## src/rtl/cfs_pkg.sv

```systemverilog
// Package for the camera follow scroll update block.
// Holds field widths, register indexes, easing constants and the config struct.
// No dependencies; every other file of the block imports it.
package cfs_pkg;

   // Field widths
   localparam int MODE_W   = 16;
   localparam int COORD_W  = 32;
   localparam int POS_W    = 20;
   localparam int EXTENT_W = 16;
   localparam int ADDR_W   = 3;
   localparam int DATA_W   = 16;

   // Signed working width for step math (32-bit difference plus headroom)
   localparam int WIDE_W   = 34;

   // Object modes that let the cameras follow
   localparam logic [MODE_W-1:0] MODE_FOLLOW_IDLE  = 16'd0;
   localparam logic [MODE_W-1:0] MODE_FOLLOW_CHASE = 16'd6;

   // Target offsets (screen center), applied modulo 2^32
   localparam logic [COORD_W-1:0] OFFSET_X = 32'hFFFF_8800;
   localparam logic [COORD_W-1:0] OFFSET_Y = 32'hFFFF_B000;

   // Map edge margins in blocks
   localparam logic [EXTENT_W-1:0] MARGIN_X = 16'd30;
   localparam logic [EXTENT_W-1:0] MARGIN_Y = 16'd20;

   // Register indexes on the configuration channel
   localparam logic [ADDR_W-1:0] REG_WRAP_MODE     = 3'd0;
   localparam logic [ADDR_W-1:0] REG_MAP_WIDTH     = 3'd1;
   localparam logic [ADDR_W-1:0] REG_MAP_HEIGHT    = 3'd2;
   localparam logic [ADDR_W-1:0] REG_MAIN_ENABLE   = 3'd3;
   localparam logic [ADDR_W-1:0] REG_SECOND_ENABLE = 3'd4;

   typedef struct packed {
      logic                wrap_mode;
      logic [EXTENT_W-1:0] map_width_blocks;
      logic [EXTENT_W-1:0] map_height_blocks;
      logic                main_layer_enable;
      logic                second_layer_enable;
   } cfg_type;

endpackage

```

## src/rtl/cfs_if.sv

```systemverilog
// Channel interfaces for the camera follow scroll update block.
// Request, response and configuration-write channels; depends on cfs_pkg.
interface cfs_req_if;
   import cfs_pkg::*;
   logic                      valid;
   logic                      ready;
   logic [MODE_W-1:0]         object_mode;
   logic signed [COORD_W-1:0] target_x;
   logic signed [COORD_W-1:0] target_y;
   modport source (output valid, object_mode, target_x, target_y, input ready);
   modport sink   (input valid, object_mode, target_x, target_y, output ready);
endinterface

interface cfs_rsp_if;
   import cfs_pkg::*;
   logic             valid;
   logic             ready;
   logic [POS_W-1:0] main_x;
   logic [POS_W-1:0] main_y;
   logic [POS_W-1:0] second_x;
   logic [POS_W-1:0] second_y;
   logic             applied;
   modport source (output valid, main_x, main_y, second_x, second_y, applied, input ready);
   modport sink   (input valid, main_x, main_y, second_x, second_y, applied, output ready);
endinterface

interface cfs_csr_if;
   import cfs_pkg::*;
   logic              valid;
   logic              ready;
   logic [ADDR_W-1:0] addr;
   logic [DATA_W-1:0] wdata;
   modport source (output valid, addr, wdata, input ready);
   modport sink   (input valid, addr, wdata, output ready);
endinterface

```

## src/rtl/camera_follow_scroll_update_top.sv

```systemverilog
// Top level of the camera follow scroll update block.
// Instantiates cfs_csr and two cfs_axis units; depends on cfs_pkg and cfs_if.
//
// Usage:
//   req_ch carries one transaction per tracked-object sample: object_mode and
//   the signed target X/Y. rsp_ch returns one transaction per request with the
//   main and second layer camera positions after the step, plus the applied
//   flag (set for modes 0 and 6). csr_ch writes the configuration registers by
//   index (0 wrap_mode, 1 map width, 2 map height, 3 main enable, 4 second
//   enable); it is always ready and should be written only while idle.
//   A request is held in the input register, then its result in the output
//   register. Throughput: one transaction per cycle unless rsp_ch stalls;
//   the camera state is written in the same cycle the result is registered,
//   so the next request sees it at once.
//   A stalled rsp_ch holds the output register; the input register still
//   fills, and req_ch.ready drops only when both are full.
//   Reset clears the cameras to 0, wrap_mode to 1, other registers to 0 and
//   empties both pipeline registers.
module camera_follow_scroll_update_top (
   input  logic      clock,
   input  logic      reset,
   cfs_req_if.sink   req_ch,
   cfs_rsp_if.source rsp_ch,
   cfs_csr_if.sink   csr_ch
);
   import cfs_pkg::*;

   cfg_type cfg;

   // Input register
   logic                      s1_valid_ff;
   logic                      s1_valid_in;
   logic [MODE_W-1:0]         s1_mode_ff;
   logic signed [COORD_W-1:0] s1_x_ff;
   logic signed [COORD_W-1:0] s1_y_ff;

   // Camera state
   logic [POS_W-1:0] main_x_ff, main_x_in;
   logic [POS_W-1:0] main_y_ff, main_y_in;
   logic [POS_W-1:0] sec_x_ff,  sec_x_in;
   logic [POS_W-1:0] sec_y_ff,  sec_y_in;

   // Output register
   logic             rsp_valid_ff;
   logic             rsp_valid_in;
   logic [POS_W-1:0] rsp_main_x_ff;
   logic [POS_W-1:0] rsp_main_y_ff;
   logic [POS_W-1:0] rsp_sec_x_ff;
   logic [POS_W-1:0] rsp_sec_y_ff;
   logic             rsp_applied_ff;

   logic             req_take;
   logic             advance;
   logic             applied;
   logic [POS_W-1:0] step_x;
   logic [POS_W-1:0] step_y;

   cfs_csr u_csr (
      .clock  (clock),
      .reset  (reset),
      .csr_ch (csr_ch),
      .cfg    (cfg)
   );

   cfs_axis u_axis_x (
      .target    (s1_x_ff),
      .offset    (OFFSET_X),
      .cam       (main_x_ff),
      .extent    (cfg.map_width_blocks),
      .margin    (MARGIN_X),
      .wrap_mode (cfg.wrap_mode),
      .step      (step_x)
   );

   cfs_axis u_axis_y (
      .target    (s1_y_ff),
      .offset    (OFFSET_Y),
      .cam       (main_y_ff),
      .extent    (cfg.map_height_blocks),
      .margin    (MARGIN_Y),
      .wrap_mode (cfg.wrap_mode),
      .step      (step_y)
   );

   // Handshake: stage 1 moves when the output register is free or draining
   assign advance      = s1_valid_ff && (!rsp_valid_ff || rsp_ch.ready);
   assign req_ch.ready = !s1_valid_ff || advance;
   assign req_take     = req_ch.valid && req_ch.ready;
   assign s1_valid_in  = req_take || (s1_valid_ff && !advance);
   assign rsp_valid_in = advance || (rsp_valid_ff && !rsp_ch.ready);

   // Camera update
   assign applied = (s1_mode_ff == MODE_FOLLOW_IDLE) || (s1_mode_ff == MODE_FOLLOW_CHASE);

   always_comb begin
      main_x_in = main_x_ff;
      main_y_in = main_y_ff;
      sec_x_in  = sec_x_ff;
      sec_y_in  = sec_y_ff;
      if (advance && applied) begin
         if (cfg.main_layer_enable) begin
            main_x_in = main_x_ff + step_x;
            main_y_in = main_y_ff + step_y;
         end
         if (cfg.second_layer_enable) begin
            sec_x_in = sec_x_ff + step_x;
            sec_y_in = sec_y_ff + step_y;
         end
      end
   end

   // Control and state registers
   always_ff @(posedge clock) begin
      if (reset) begin
         s1_valid_ff  <= 1'b0;
         rsp_valid_ff <= 1'b0;
         main_x_ff    <= '0;
         main_y_ff    <= '0;
         sec_x_ff     <= '0;
         sec_y_ff     <= '0;
      end else begin
         s1_valid_ff  <= s1_valid_in;
         rsp_valid_ff <= rsp_valid_in;
         main_x_ff    <= main_x_in;
         main_y_ff    <= main_y_in;
         sec_x_ff     <= sec_x_in;
         sec_y_ff     <= sec_y_in;
      end
   end

   // Payload registers
   always_ff @(posedge clock) begin
      if (req_take) begin
         s1_mode_ff <= req_ch.object_mode;
         s1_x_ff    <= req_ch.target_x;
         s1_y_ff    <= req_ch.target_y;
      end
      if (advance) begin
         rsp_main_x_ff  <= main_x_in;
         rsp_main_y_ff  <= main_y_in;
         rsp_sec_x_ff   <= sec_x_in;
         rsp_sec_y_ff   <= sec_y_in;
         rsp_applied_ff <= applied;
      end
   end

   assign rsp_ch.valid    = rsp_valid_ff;
   assign rsp_ch.main_x   = rsp_main_x_ff;
   assign rsp_ch.main_y   = rsp_main_y_ff;
   assign rsp_ch.second_x = rsp_sec_x_ff;
   assign rsp_ch.second_y = rsp_sec_y_ff;
   assign rsp_ch.applied  = rsp_applied_ff;

endmodule

```

## src/rtl/cfs_csr.sv

```systemverilog
// Configuration registers of the camera follow scroll update block.
// Decodes writes from the CSR channel into cfg_type; depends on cfs_pkg, cfs_if.
module cfs_csr (
   input  logic             clock,
   input  logic             reset,
   cfs_csr_if.sink          csr_ch,
   output cfs_pkg::cfg_type cfg
);
   import cfs_pkg::*;

   cfg_type cfg_ff;
   cfg_type cfg_in;
   logic    wr_en;

   // Always ready; writes should happen only while the block is idle, which the block itself does not enforce
   assign csr_ch.ready = 1'b1;
   assign wr_en        = csr_ch.valid;

   // Register decode; unknown indexes are dropped
   always_comb begin
      cfg_in = cfg_ff;
      if (wr_en) begin
         case (csr_ch.addr)
            REG_WRAP_MODE:     cfg_in.wrap_mode           = csr_ch.wdata[0];
            REG_MAP_WIDTH:     cfg_in.map_width_blocks    = csr_ch.wdata;
            REG_MAP_HEIGHT:    cfg_in.map_height_blocks   = csr_ch.wdata;
            REG_MAIN_ENABLE:   cfg_in.main_layer_enable   = csr_ch.wdata[0];
            REG_SECOND_ENABLE: cfg_in.second_layer_enable = csr_ch.wdata[0];
            default:           cfg_in = cfg_ff;
         endcase
      end
   end

   always_ff @(posedge clock) begin
      if (reset) begin
         cfg_ff.wrap_mode           <= 1'b1;
         cfg_ff.map_width_blocks    <= '0;
         cfg_ff.map_height_blocks   <= '0;
         cfg_ff.main_layer_enable   <= 1'b0;
         cfg_ff.second_layer_enable <= 1'b0;
      end else begin
         cfg_ff <= cfg_in;
      end
   end

   assign cfg = cfg_ff;

endmodule

```

## src/rtl/cfs_axis.sv

```systemverilog
// Easing step for one axis: offset, camera difference, divide by 8, fold or clamp.
// Purely combinational; depends on cfs_pkg.
module cfs_axis (
   input  logic signed [cfs_pkg::COORD_W-1:0]  target,
   input  logic        [cfs_pkg::COORD_W-1:0]  offset,
   input  logic        [cfs_pkg::POS_W-1:0]    cam,
   input  logic        [cfs_pkg::EXTENT_W-1:0] extent,
   input  logic        [cfs_pkg::EXTENT_W-1:0] margin,
   input  logic                                wrap_mode,
   output logic        [cfs_pkg::POS_W-1:0]    step
);
   import cfs_pkg::*;

   localparam logic signed [WIDE_W-1:0] FOLD_LIMIT = WIDE_W'(2048);

   logic        [COORD_W-1:0] diff;
   logic signed [WIDE_W-1:0]  diff_w;
   logic signed [WIDE_W-1:0]  d;
   logic signed [WIDE_W-1:0]  fold;
   logic signed [WIDE_W-1:0]  lo;
   logic signed [WIDE_W-1:0]  span;
   logic signed [WIDE_W-1:0]  hi_num;
   logic signed [WIDE_W-1:0]  hi;
   logic signed [WIDE_W-1:0]  d_out;

   // Divide by 8 rounding toward zero
   function automatic logic signed [WIDE_W-1:0] trunc8(input logic signed [WIDE_W-1:0] v);
      logic signed [WIDE_W-1:0] adj;
      adj = v + (v[WIDE_W-1] ? WIDE_W'(7) : WIDE_W'(0));
      return adj >>> 3;
   endfunction

   // Difference wraps modulo 2^32 before the divide
   assign diff   = COORD_W'(target) + offset - COORD_W'(cam);
   assign diff_w = WIDE_W'(signed'(diff));
   assign d      = trunc8(diff_w);

   // Fold amount and clamp bounds
   assign fold   = signed'(WIDE_W'({extent, 8'b0}));
   assign lo     = WIDE_W'(0) - WIDE_W'(cam[POS_W-1:3]);
   assign span   = WIDE_W'(extent) - WIDE_W'(margin);
   assign hi_num = (span <<< 11) - WIDE_W'(cam);
   assign hi     = trunc8(hi_num);

   // Wrap fold or map clamp
   always_comb begin
      d_out = d;
      if (wrap_mode) begin
         if (d < -FOLD_LIMIT) begin
            d_out = d + fold;
         end else if (d > FOLD_LIMIT) begin
            d_out = d - fold;
         end
      end else if (d < 0) begin
         if (d < lo) begin
            d_out = lo;
         end
      end else if (d > 0) begin
         if (d > hi) begin
            d_out = hi;
         end
      end
   end

   // Positions are kept modulo 2^20, so only the low bits matter
   assign step = d_out[POS_W-1:0];

endmodule

```

## src/flat_wrapper.sv

```systemverilog
// flat-port wrapper written by rule: the top's interface ports become plain ports
module camera_follow_scroll_update_top_flat import cfs_pkg::*;
  (clock, reset, req_ch_valid, req_ch_object_mode, req_ch_target_x, req_ch_target_y, req_ch_ready, rsp_ch_valid, rsp_ch_main_x, rsp_ch_main_y, rsp_ch_second_x, rsp_ch_second_y, rsp_ch_applied, rsp_ch_ready, csr_ch_valid, csr_ch_addr, csr_ch_wdata, csr_ch_ready);
  cfs_req_if req_ch_i ();
  cfs_rsp_if rsp_ch_i ();
  cfs_csr_if csr_ch_i ();
  input  logic clock;
  input  logic reset;
  input wire logic [$bits(req_ch_i.valid)-1:0] req_ch_valid;
  input wire logic [$bits(req_ch_i.object_mode)-1:0] req_ch_object_mode;
  input wire logic [$bits(req_ch_i.target_x)-1:0] req_ch_target_x;
  input wire logic [$bits(req_ch_i.target_y)-1:0] req_ch_target_y;
  output wire logic [$bits(req_ch_i.ready)-1:0] req_ch_ready;
  output wire logic [$bits(rsp_ch_i.valid)-1:0] rsp_ch_valid;
  output wire logic [$bits(rsp_ch_i.main_x)-1:0] rsp_ch_main_x;
  output wire logic [$bits(rsp_ch_i.main_y)-1:0] rsp_ch_main_y;
  output wire logic [$bits(rsp_ch_i.second_x)-1:0] rsp_ch_second_x;
  output wire logic [$bits(rsp_ch_i.second_y)-1:0] rsp_ch_second_y;
  output wire logic [$bits(rsp_ch_i.applied)-1:0] rsp_ch_applied;
  input wire logic [$bits(rsp_ch_i.ready)-1:0] rsp_ch_ready;
  input wire logic [$bits(csr_ch_i.valid)-1:0] csr_ch_valid;
  input wire logic [$bits(csr_ch_i.addr)-1:0] csr_ch_addr;
  input wire logic [$bits(csr_ch_i.wdata)-1:0] csr_ch_wdata;
  output wire logic [$bits(csr_ch_i.ready)-1:0] csr_ch_ready;
  assign req_ch_i.valid = req_ch_valid;
  assign req_ch_i.object_mode = req_ch_object_mode;
  assign req_ch_i.target_x = req_ch_target_x;
  assign req_ch_i.target_y = req_ch_target_y;
  assign req_ch_ready = req_ch_i.ready;
  assign rsp_ch_valid = rsp_ch_i.valid;
  assign rsp_ch_main_x = rsp_ch_i.main_x;
  assign rsp_ch_main_y = rsp_ch_i.main_y;
  assign rsp_ch_second_x = rsp_ch_i.second_x;
  assign rsp_ch_second_y = rsp_ch_i.second_y;
  assign rsp_ch_applied = rsp_ch_i.applied;
  assign rsp_ch_i.ready = rsp_ch_ready;
  assign csr_ch_i.valid = csr_ch_valid;
  assign csr_ch_i.addr = csr_ch_addr;
  assign csr_ch_i.wdata = csr_ch_wdata;
  assign csr_ch_ready = csr_ch_i.ready;
  camera_follow_scroll_update_top u_core (.clock(clock), .reset(reset), .req_ch(req_ch_i), .rsp_ch(rsp_ch_i), .csr_ch(csr_ch_i));
endmodule
```

## config.mk

```make
export PLATFORM = sky130hd
export DESIGN_NAME = camera_follow_scroll_update_top_flat
export DESIGN_NICKNAME = d
export VERILOG_FILES = /design/src/rtl/cfs_pkg.sv /design/src/rtl/cfs_if.sv /design/src/rtl/camera_follow_scroll_update_top.sv /design/src/rtl/cfs_csr.sv /design/src/rtl/cfs_axis.sv /design/src/flat_wrapper.sv
export SDC_FILE = /design/constraint.sdc
export NUM_CORES = 1
export LEC_CHECK = 0
export BUFFER_PORTS_ARGS = -buffer_cell sky130_fd_sc_hd__buf_4
export CAP_MARGIN = 5
export CORE_ASPECT_RATIO = 0.8
export CORE_MARGIN = 3
export CORE_UTILIZATION = 45
export CTS_BUF_LIST = sky130_fd_sc_hd__clkbuf_8
export DETAILED_ROUTE_END_ITERATION = 8
export GPL_TIMING_DRIVEN = 1
export MAX_ROUTING_LAYER = met4
export PLACE_DENSITY = 0.71
export SLEW_MARGIN = 5
export SYNTH_ARGS = -nofsm -noshare
export SYNTH_HDL_FRONTEND = slang
export SYNTH_SLANG_ARGS = --single-unit
export TNS_END_PERCENT = 100
```

## constraint.sdc

```tcl
create_clock -name clock -period 31 [get_ports clock]
set_input_delay 6.2 -clock clock [delete_from_list [all_inputs] [get_ports clock]]
set_output_delay 6.2 -clock clock [all_outputs]
set_load 0.005 [all_outputs]
```

### Word-level counts from Yosys, hierarchy flattened

Index checks and enable logic that the tools add are counted.

* register bits after elaboration: 278
* input bits: 104
* output and inout port bits: 84
* word-level logic and storage cells: 105

* add/sub/neg operators: 22
* magnitude comparators: 12
* eq/ne operators: 5
* mux-type cells: 26
* reduce and logical (&&, ||, !) cells: 21

Operator list (count)
* 20-bit 2-to-1 mux: 22
* 20-bit adder: 6
* 32-bit by 4-bit adder with 33-bit output: 2
* 32-bit adder, second input constant: 2
* 32-bit by 20-bit subtractor with 32-bit output: 2
* 29-bit by 4-bit adder with 30-bit output: 2
* 30-bit by 1-bit greater-than comparator with 1-bit output, second input constant: 2
* 30-bit by 13-bit greater-than comparator with 1-bit output, second input constant: 2
* 30-bit by 27-bit greater-than comparator with 1-bit output: 2
* 30-bit by 1-bit less-than comparator with 1-bit output, second input constant: 2
* 30-bit by 12-bit less-than comparator with 1-bit output, second input constant: 2
* 30-bit by 18-bit less-than comparator with 1-bit output: 2
* 28-bit by 21-bit subtractor with 29-bit output: 2
* 20-bit subtractor: 2
* 1-bit by 17-bit subtractor with 18-bit output, first input constant: 2
* 16-bit by 5-bit subtractor with 17-bit output, second input constant: 2
* 16-bit by 3-bit equality test with 1-bit output, second input constant: 1
* 16-bit logical NOT: 1
* 3-bit 2-to-1 mux: 4
* 2-bit AND reduction: 5
* 3-bit by 2-bit equality test with 1-bit output, second input constant: 2
* 1-bit logical AND: 5
* 1-bit logical OR: 5
* 1-bit logical NOT: 4
* 3 further kinds: 3

### Depth between registers and ports, before layout

Gate-level depths: netlist of run 1.

* depth after elaboration: 12
* depth in mapped cells: 58
* gate-level depth less buffers: 56

### Cells and area by module

From an unflattened synthesis of run 1, not the netlist that was laid out.

* cells, all modules: 4061
* area total of the unflattened synthesis: 33079.2 um2

By module, submodules not included
* camera_follow_scroll_update_top: times used 1, cells each 1144, area an instance 12219.2 um2, sequential area each 6476.2 um2
* cfs_axis (u_core.u_axis_x): times used 1, cells each 1424, area an instance 9924.5 um2, sequential area each 0.0 um2
* cfs_axis (u_core.u_axis_y): times used 1, cells each 1353, area an instance 9421.5 um2, sequential area each 0.0 um2
* cfs_csr: times used 1, cells each 140, area an instance 1514.0 um2, sequential area each 700.7 um2

### Worst setup path after synthesis of run 1

No wires, ideal clock.

* path kind: input port to output port
* start: in rsp_ch_ready
* end: out req_ch_ready
* arrival time: 6.482 ns
* required time: 24.800 ns
* path slack: 18.318 ns
* stages: 2
* path buffers: 0
* cell sequence: nor2b_1 nand2_1

* longest elaborated chain between the ends: 3

Ends and longest elaborated chain
* from (decl): line flat_wrapper.sv:20 `input wire logic [$bits(rsp_ch_i.ready)-1:0] rsp_ch_ready;`
* 1-bit logical OR: line camera_follow_scroll_update_top.sv:86 `assign advance = s1_valid_ff && (!rsp_valid_ff || rsp_ch.ready);`
* 1-bit logical AND: line camera_follow_scroll_update_top.sv:86
* 1-bit logical OR: line camera_follow_scroll_update_top.sv:87 `assign req_ch.ready = !s1_valid_ff || advance;`
* to (decl): line flat_wrapper.sv:13 `output wire logic [$bits(req_ch_i.ready)-1:0] req_ch_ready;`

No other way between the ends.

### Worst setup path in the final report of run 1

* start: reg u_core.main_x_ff[1]
* end: reg u_core.sec_x_ff[19]

* longest elaborated chain between the ends: 11
* elaborated cells on any way between the ends: 24
* those cells by class: add/sub: 7; order compare: 6; mux: 11

Ends and longest elaborated chain
* from (decl): line camera_follow_scroll_update_top.sv:38 `logic [POS_W-1:0] main_x_ff, main_x_in;`
* from (signal assigned): line camera_follow_scroll_update_top.sv:124 `main_x_ff <= main_x_in;`
* 32-bit by 20-bit subtractor with 32-bit output or 28-bit by 21-bit subtractor with 29-bit output (tied branches): line cfs_axis.sv:34, cfs_axis.sv:42
* 3-bit 2-to-1 mux: line cfs_axis.sv:29 `adj = v + (v[WIDE_W-1] ? WIDE_W'(7) : WIDE_W'(0));`
* 32-bit by 4-bit adder with 33-bit output or 29-bit by 4-bit adder with 30-bit output (tied branches): line cfs_axis.sv:29
* 30-bit by 27-bit greater-than comparator with 1-bit output: line cfs_axis.sv:59 `if (d > hi) begin`
* 20-bit 2-to-1 mux: line cfs_axis.sv:59
* 20-bit 2-to-1 mux: line cfs_axis.sv:58 `end else if (d > 0) begin`
* 20-bit 2-to-1 mux: line cfs_axis.sv:54 `end else if (d < 0) begin`
* 20-bit 2-to-1 mux *: line cfs_axis.sv:48 `if (wrap_mode) begin`
* 20-bit adder *: line camera_follow_scroll_update_top.sv:106 `sec_x_in = sec_x_ff + step_x;`
* 20-bit 2-to-1 mux *: line camera_follow_scroll_update_top.sv:105 `if (cfg.second_layer_enable) begin`
* 20-bit 2-to-1 mux *: line camera_follow_scroll_update_top.sv:100 `if (advance && applied) begin`
* to (signal assigned): line camera_follow_scroll_update_top.sv:126 `sec_x_ff <= sec_x_in;`
* to (decl): line camera_follow_scroll_update_top.sv:40 `logic [POS_W-1:0] sec_x_ff, sec_x_in;`

Every way passes the cells marked *; elsewhere a longest branch is shown, timed or not.
A chain may end at the register's enable or synchronous reset.

==> reports/metrics.cfg, run 1 <==
[sta]
fmax_ghz = 0.0758
hold_violations = 0
period_share_pct = 42.6
fin_skew_ps = 33.6
rsz0062_at_grt = no
final.setup.tns_ps = 0
worst_slew_pin_slew_ps = 1240
finalCriticalPeriod_ps = 13200
setup_ws_ps = 17800
setup_viol = 0
slew_viol_final = 0
holdWs_ps = 493
max_slew_margin_pct = 17.1

[grt]
grt.total_usage_pct = 25.7
grt_pass1_vias = 23408
antenna_found_initial = 4
grt_max_degree = 83
grt_pass1_wl_um = 131000
overflow = 0

[outcome]
status = finished clean

[synthesis]
avgSynthCellArea_um2 = 8.29
mappedNetlistArea_mm2 = 0.0278
ys_types = 106
synth_flop_cell = edfxtp_1
synthesis.nets = 3812
synth_edf_count = 161
async_flop_share_pct = 0
synthCells = 3352
ys_seq_area_share_pct = 25.8
synth_seq_cells = 278
ys_warn_count = 0

[critical_path]
crit_fanout = 29
crit_path_end_kind = flop
path_class = flop to flop
reg2reg_slack_ps = 17800
cp.required_ps = 31540
rr_startpoint = u_core.main_x_ff[1]
crit_cells = 48
path_buf_inv = 3
worstPathArrival_ps = 13730
cp_common_cell = a21oi_1
slowest_stage = a2bb2o_1
r2r_end = u_core.sec_x_ff[19]
critPathTopFamily = compound AO/OA/AOI/OAI gates
cp-start-kind = flop
cp_slowest_stage_delay_ps = 480
reg2reg_depth = 48

[route]
routedWlPerCell_um = 19.2
route.detailed.drc = 0
final_antenna_net_count = 0
via_count = 25373
viasPerCell = 5.82
drt_pre_antenna_iters = 6
drt_wl_total_um = 83500
drt_iter0_drc = 2516

[layout]
area_growth_pct = 11.6
final_cell_mix = ha_1, nand2_1, a21oi_1
layout_commonest_cell = ha_1
fin_nets = 3960
utilization_pct = 51.4
drive_gt1_share_pct = 10.1

[floorplanning]
die_y_um = 228
dieArea_mm2 = 0.0648
start_util_pct = 46.1
die_w_um = 284
core_area_mm2 = 0.0604
std_cell_rows = 80
num_io_pins = 188

[min_path]
hold_start = u_core.sec_y_ff[0]
hold_class = flop to flop
worstHoldPathCells = 2
min_to = u_core.sec_y_ff[0]

[clock_network]
cts.sinks = 278
clockRootBuffer = clkbuf_8
ctsHoldBuffers = 0
cts_setup_buffers = 0
worstSkewPairLatency_ps = 640
cts_made_buffers = 46
cts_tree = built
htreeDepth = 2
clock_tree.buffer_depth = 3
cts_resized = 0
clkTransAtPathRegs_ps = 70

[placed_design]
hpwl_um = 66900
place.gp.congestion = 0.985
dp_slack_ps = 17910
numPortBuffers = 186

[power]
p_total_mw = 1.25
cellLeakagePower_nw = 12.9
ir_drop_uv = 28.2
power_density_mw_per_mm2 = 40.2

[run]
maxCapViolations = 0

sequential cells by signal, summed over array words and instances, names as in the netlist:
name	count
u_core.main_x_ff	20
u_core.main_y_ff	20
u_core.rsp_ch.applied	1
u_core.rsp_ch.main_x	20
u_core.rsp_ch.main_y	20
u_core.rsp_ch.second_x	20
u_core.rsp_ch.second_y	20
u_core.rsp_ch.valid	1
u_core.s1_mode_ff	16
u_core.s1_valid_ff	1
u_core.s1_x_ff	32
u_core.s1_y_ff	32
u_core.sec_x_ff	20
u_core.sec_y_ff	20
u_core.u_csr.cfg	35
worst max-delay path by stage:
stage	startpoint	endpoint	slack [ps]
floorplan	rsp_ch_ready	req_ch_ready	18320
global placement	rsp_ch_ready	req_ch_ready	17940
detailed placement	rsp_ch_ready	req_ch_ready	17910
CTS	rsp_ch_ready	req_ch_ready	17900
global route	u_core.main_x_ff[1]	u_core.sec_x_ff[19]	16760
finish	u_core.main_x_ff[1]	u_core.sec_x_ff[19]	17800
layer usage:
metal | track usage (%) | part of all wire, % | wire (µm)
met3 | 9.14 | 13 | 10800
met4 | 4.91 | 1.8 | 1470
met2 | 32.4 | 37 | 30500
met1 | 38.6 | 49 | 40800
met5 | - | 0 | 0
through the flow:
| step | cell area, µm² | std cells |
|---|---|---|
| finish | 31000 | 4361 |
| global route | 31000 | 4360 |
| CTS | 31000 | 4356 |
| detailed placement | 30000 | 4272 |
| global placement | 30000 | 4272 |
| floorplan | 27800 | 3352 |
synth_stat cells, types with 9 or more instances:
master	count	area, µm²
a211o_1	18	158
a211oi_1	41	308
a21o_1	71	533
a21oi_1	257	1290
a221oi_1	11	96.3
a22oi_1	11	82.6
a31oi_1	25	156
and2_1	23	144
and3_1	29	181
and4_1	9	78.8
buf_2	13	65.1
clkbuf_1	88	330
dfxtp_1	117	2340
edfxtp_1	161	4830
fa_1	10	200
ha_1	346	4330
inv_1	229	860
mux2i_1	36	360
nand2_1	315	1180
nand2b_1	38	238
nand3_1	82	410
nand3b_1	11	82.6
nand4_1	53	332
nor2_1	222	833
nor2b_1	106	663
nor3_1	101	505
nor3b_1	10	75.1
nor4_1	33	206
o2111ai_1	10	87.6
o211ai_1	31	233
o21a_1	41	308
o21ai_0	164	821
o21bai_1	55	413
o22ai_1	27	169
o31ai_1	20	150
or2_2	26	163
or3_1	23	144
or4_1	17	128
xnor2_1	197	1730
xor2_1	91	797
layout make-up:
class | instances | area, µm²
sequential | 278 | 7180
fill | 5756 | 29300
inverter | 232 | 871
timing repair buffer | 210 | 1580
antenna | 5 | 12.5
multi-input combinational | 2732 | 19300
tap | 820 | 1030
clock buffer | 47 | 647
clock inverter | 37 | 368
worst register-to-register path: cells and delay by family (launching register included):
kind | cells | cell delay, ps
adders and majority gates | 6 | 1980
buffers and inverters | 3 | 780
and+or+nand+nor | 15 | 3950
DFF | 1 | 440
AOI/OAI and AO/OA | 24 | 5960
logic make-up (layout without fill, tap and decap cells):
| family | after synthesis | count (layout) | synth area share (%) |
|---|---|---|---|
| AND/OR/NAND/NOR | 1143 | 1143 | 21.1 |
| multiplexers | 45 | 45 | 1.66 |
| other | 1 | 6 | 0.0135 |
| adder cells (fa/ha/maj) | 356 | 356 | 16.3 |
| buffers and inverters | 342 | 526 | 4.70 |
| flip-flops | 278 | 278 | 25.8 |
| AO/OA/AOI/OAI | 898 | 898 | 21.3 |
| XOR/XNOR | 289 | 289 | 9.16 |
power breakdown:
group          switching, mW  internal, mW
clock                  0.163         0.202
combinational          0.288         0.185
sequential           0.00663         0.402
total                  0.458         0.788
(Power assumes the default switching activity.)
==> inputs of run 2 (changes only) <==
--- a/config.mk
+++ b/config.mk
@@ -5,6 +5,7 @@
 export SDC_FILE = /design/constraint.sdc
 export NUM_CORES = 1
 export LEC_CHECK = 0
+export ABC_AREA = 1
 export BUFFER_PORTS_ARGS = -buffer_cell sky130_fd_sc_hd__buf_4
 export CAP_MARGIN = 5
 export CORE_ASPECT_RATIO = 0.8
@@ -14,7 +15,7 @@
 export DETAILED_ROUTE_END_ITERATION = 8
 export GPL_TIMING_DRIVEN = 1
 export MAX_ROUTING_LAYER = met4
-export PLACE_DENSITY = 0.71
+export PLACE_DENSITY = 0.73
 export SLEW_MARGIN = 5
 export SYNTH_ARGS = -nofsm -noshare
 export SYNTH_HDL_FRONTEND = slang
==> constraint.sdc (replaced) <==
create_clock -name clock -period 11.4 [get_ports clock]
set_input_delay 2.28 -clock clock [delete_from_list [all_inputs] [get_ports clock]]
set_output_delay 2.28 -clock clock [all_outputs]
set_load 0.005 [all_outputs]
==> run 2 against run 1 <==
Against the previous run: register-to-register slack worse by 17000 ps; fmax is 25% higher; total power grew to 2.8 times the previous value; global-route usage is 3.4 points higher; clock power grew to 2.6 times the previous value; flip-flop and latch count stayed put.
==> reports/metrics.cfg, run 2 <==
[route]
via_count = 31365  ; +24%
viasPerCell = 5.39  ; -7.3%
drt_pre_antenna_iters = 5  ; -1
drt_wl_total_um = 104000  ; +25%
route.detailed.drc = 0  ; unchanged
drt_iter0_drc = 3377  ; +34%
final_antenna_net_count = 0  ; unchanged
routedWlPerCell_um = 17.9  ; -6.6%

[critical_path]
cp.required_ps = 11810  ; -19730 ps
cp_common_cell = nand2_1
slowest_stage = o21ai_0
cp-start-kind = flop
crit_fanout = 23  ; -21%
crit_path_end_kind = flop
worstPathArrival_ps = 10990  ; -2740 ps
path_class = flop to flop
cp_slowest_stage_delay_ps = 500  ; +20 ps

[layout]
drive_gt1_share_pct = 9.04  ; -1.1 points
utilization_pct = 51.1  ; -0.28 points
fin_cells = 5815  ; +33%
layout_commonest_cell = nand2_1
multi_input_area_mm2 = 0.0201  ; +4.2%
fin_nets = 5332  ; +35%
final_cell_mix = nand2_1, inv_1, nor2_1
area_growth_pct = 11.1
fill_cells = 6805  ; +18%
largest_register_ffs = 35  ; unchanged
ff_latch_area_mm2 = 0.00718  ; unchanged

[clock_network]
worstSkewPairLatency_ps = 710  ; +70 ps
cts_tree = built
ctsHoldBuffers = 0  ; unchanged
cts_setup_buffers = 0  ; unchanged
clock_tree.buffer_depth = 3  ; unchanged
cts_made_buffers = 47  ; +2.2%
clockRootBuffer = clkbuf_8
cts.sinks = 278  ; unchanged
clkTransAtPathRegs_ps = 70  ; about the same
htreeDepth = 2  ; unchanged
cts_resized = 0  ; unchanged

[synthesis]
synth_compound_area_share_pct = 13.0  ; -8.3 points
ys_warn_count = 0  ; unchanged
synthesis.nets = 5145  ; +35%
synth_flop_cell = edfxtp_1
synth_edf_count = 161  ; unchanged
synthMostInstantiatedCell = nand2_1
yosys-top-cells-count = nand2_1, inv_1, nor2_1
synth_xor_area_share_pct = 5.66  ; -3.5 points
synthAdderAreaFrac_pct = 14.8  ; -1.5 points
async_flop_share_pct = 0  ; unchanged
ys_types = 73  ; -31%
mappedNetlistArea_mm2 = 0.0305  ; +9.9%
avgSynthCellArea_um2 = 6.52  ; -21%
synth_area_leaders = edfxtp_1, nand2_1, ha_1
synth_top_family_by_area = simple AND/OR/NAND/NOR gates
synth_seq_cells = 278  ; unchanged
synthCells = 4685  ; +40%
netlist.top_cell.by_area = edfxtp_1
synth-simple-area-share_pct = 32.3  ; +11 points
muxShareOfSynthArea_pct = 0  ; -1.7 points
ys_seq_area_share_pct = 23.5  ; -2.3 points
yosys.area.top_type_share_pct = 15.8  ; -1.6 points

[floorplanning]
die_w_um = 297  ; +4.7%
std_cell_rows = 84  ; +5.0%
die_y_um = 239  ; +4.7%
dieArea_mm2 = 0.0711  ; +9.7%
core_area_mm2 = 0.0664  ; +10%
num_io_pins = 188  ; unchanged
start_util_pct = 46.0  ; -0.065 points

[placed_design]
placedCellCount = 5726  ; +34%
place.gp.congestion = 1.05  ; +6.3%
hpwl_um = 86400  ; +29%
numPortBuffers = 186  ; unchanged

[sta]
hold_violations = 0  ; unchanged
final.setup.tns_ps = 0  ; unchanged
holdWs_ps = 460  ; -33.2 ps
finalCriticalPeriod_ps = 10580  ; -2610 ps
setup_viol = 0  ; unchanged
max_slew_margin_pct = 17.7  ; +0.54 points
fin_skew_ps = 78.2  ; +44.5 ps
worst_slew_pin_slew_ps = 1220  ; -16.5 ps
period_share_pct = 92.8  ; +50 points
fmax_ghz = 0.0945  ; +25%
slew_viol_final = 0  ; unchanged
rsz0062_at_grt = no

[grt]
grt_pass1_vias = 27391  ; +17%
grt.total_usage_pct = 29.1  ; +3.4 points
overflow = 0  ; unchanged
grt_max_degree = 82  ; -1.2%
grt_pass1_wl_um = 159000  ; +21%
antenna_found_initial = 3  ; -1

[outcome]
status = finished clean

[run]
maxCapViolations = 0  ; unchanged

[min_path]
hold_class = flop to flop

[power]
power_density_mw_per_mm2 = 105  ; +160%
p_total_mw = 3.55  ; +180%
cellLeakagePower_nw = 17.0  ; +32%
ir_drop_uv = 82.1  ; +190%

[run 2: power breakdown]
group	switching, mW	internal, mW	total, mW
combinational	1.00	0.473	1.48
clock	0.463	0.499	0.962
sequential	0.0174	1.09	1.11
total	1.48	2.07	3.55
[run 2: path summary, 6_finish.rpt]
| check | endpoint | depth (start not counted) | start | slack (ps) |
|---|---|---|---|---|
| max | u_core.rsp_ch.main_x[18] | 61 | u_core.u_csr.cfg[21] | 820 |
| min | u_core.u_csr.cfg[0] | 2 | u_core.u_csr.cfg[0] | 460 |
| max reg2reg | u_core.rsp_ch.main_x[18] | 61 | u_core.u_csr.cfg[21] | 820 |
| min reg2reg | u_core.u_csr.cfg[0] | 2 | u_core.u_csr.cfg[0] | 460 |
[run 2: critical path: cells and delay by family (launching register included)]
family / cells / cell delay [ps]
xor gates and xnor gates: 2 / 420
AOI/OAI and AO/OA: 18 / 3290
DFF: 1 / 450
buffers and inverters: 3 / 350
and+or+nand+nor: 34 / 4570
adders and majority gates: 4 / 1190
[run 2: cell type report]
cell class,instances,share of cell area (%)
multi-input cells,3557,59.3
flip-flops and latches,278,21.1
inverters,781,8.71
repair buffers,207,4.59
well taps,903,3.33
clock buffers,53,2.15
clock inverters,34,0.722
diodes,2,0.0147
[run 2: per-stage QoR]
step | area, µm² | setup WS [ps]
after global placement | 32900 | 533
after detailed placement | 32900 | 430
after CTS | 33900 | 419
final | 33900 | 816
after global routing | 33900 | 8.82
after floorplan | 30500 | 2340
[run 2: metal layers]
metal	global-route usage [%]	share of wire, %	vias up
li1	-	-	15694
met1	45.6	50	14173
met2	36.3	36	1403
met3	8.41	13	95
met4	4.09	1.2	0
met5	-	0	-
[run 2: cells by family (layout without fill, tap and decap cells)]
family,Yosys count,in the layout
AOI/OAI and AO/OA,709,709
xor gates and xnor gates,192,192
DFF,278,278
buffers and inverters,850,1075
other,1,3
adders and majority gates,356,356
and+or+nand+nor,2299,2299
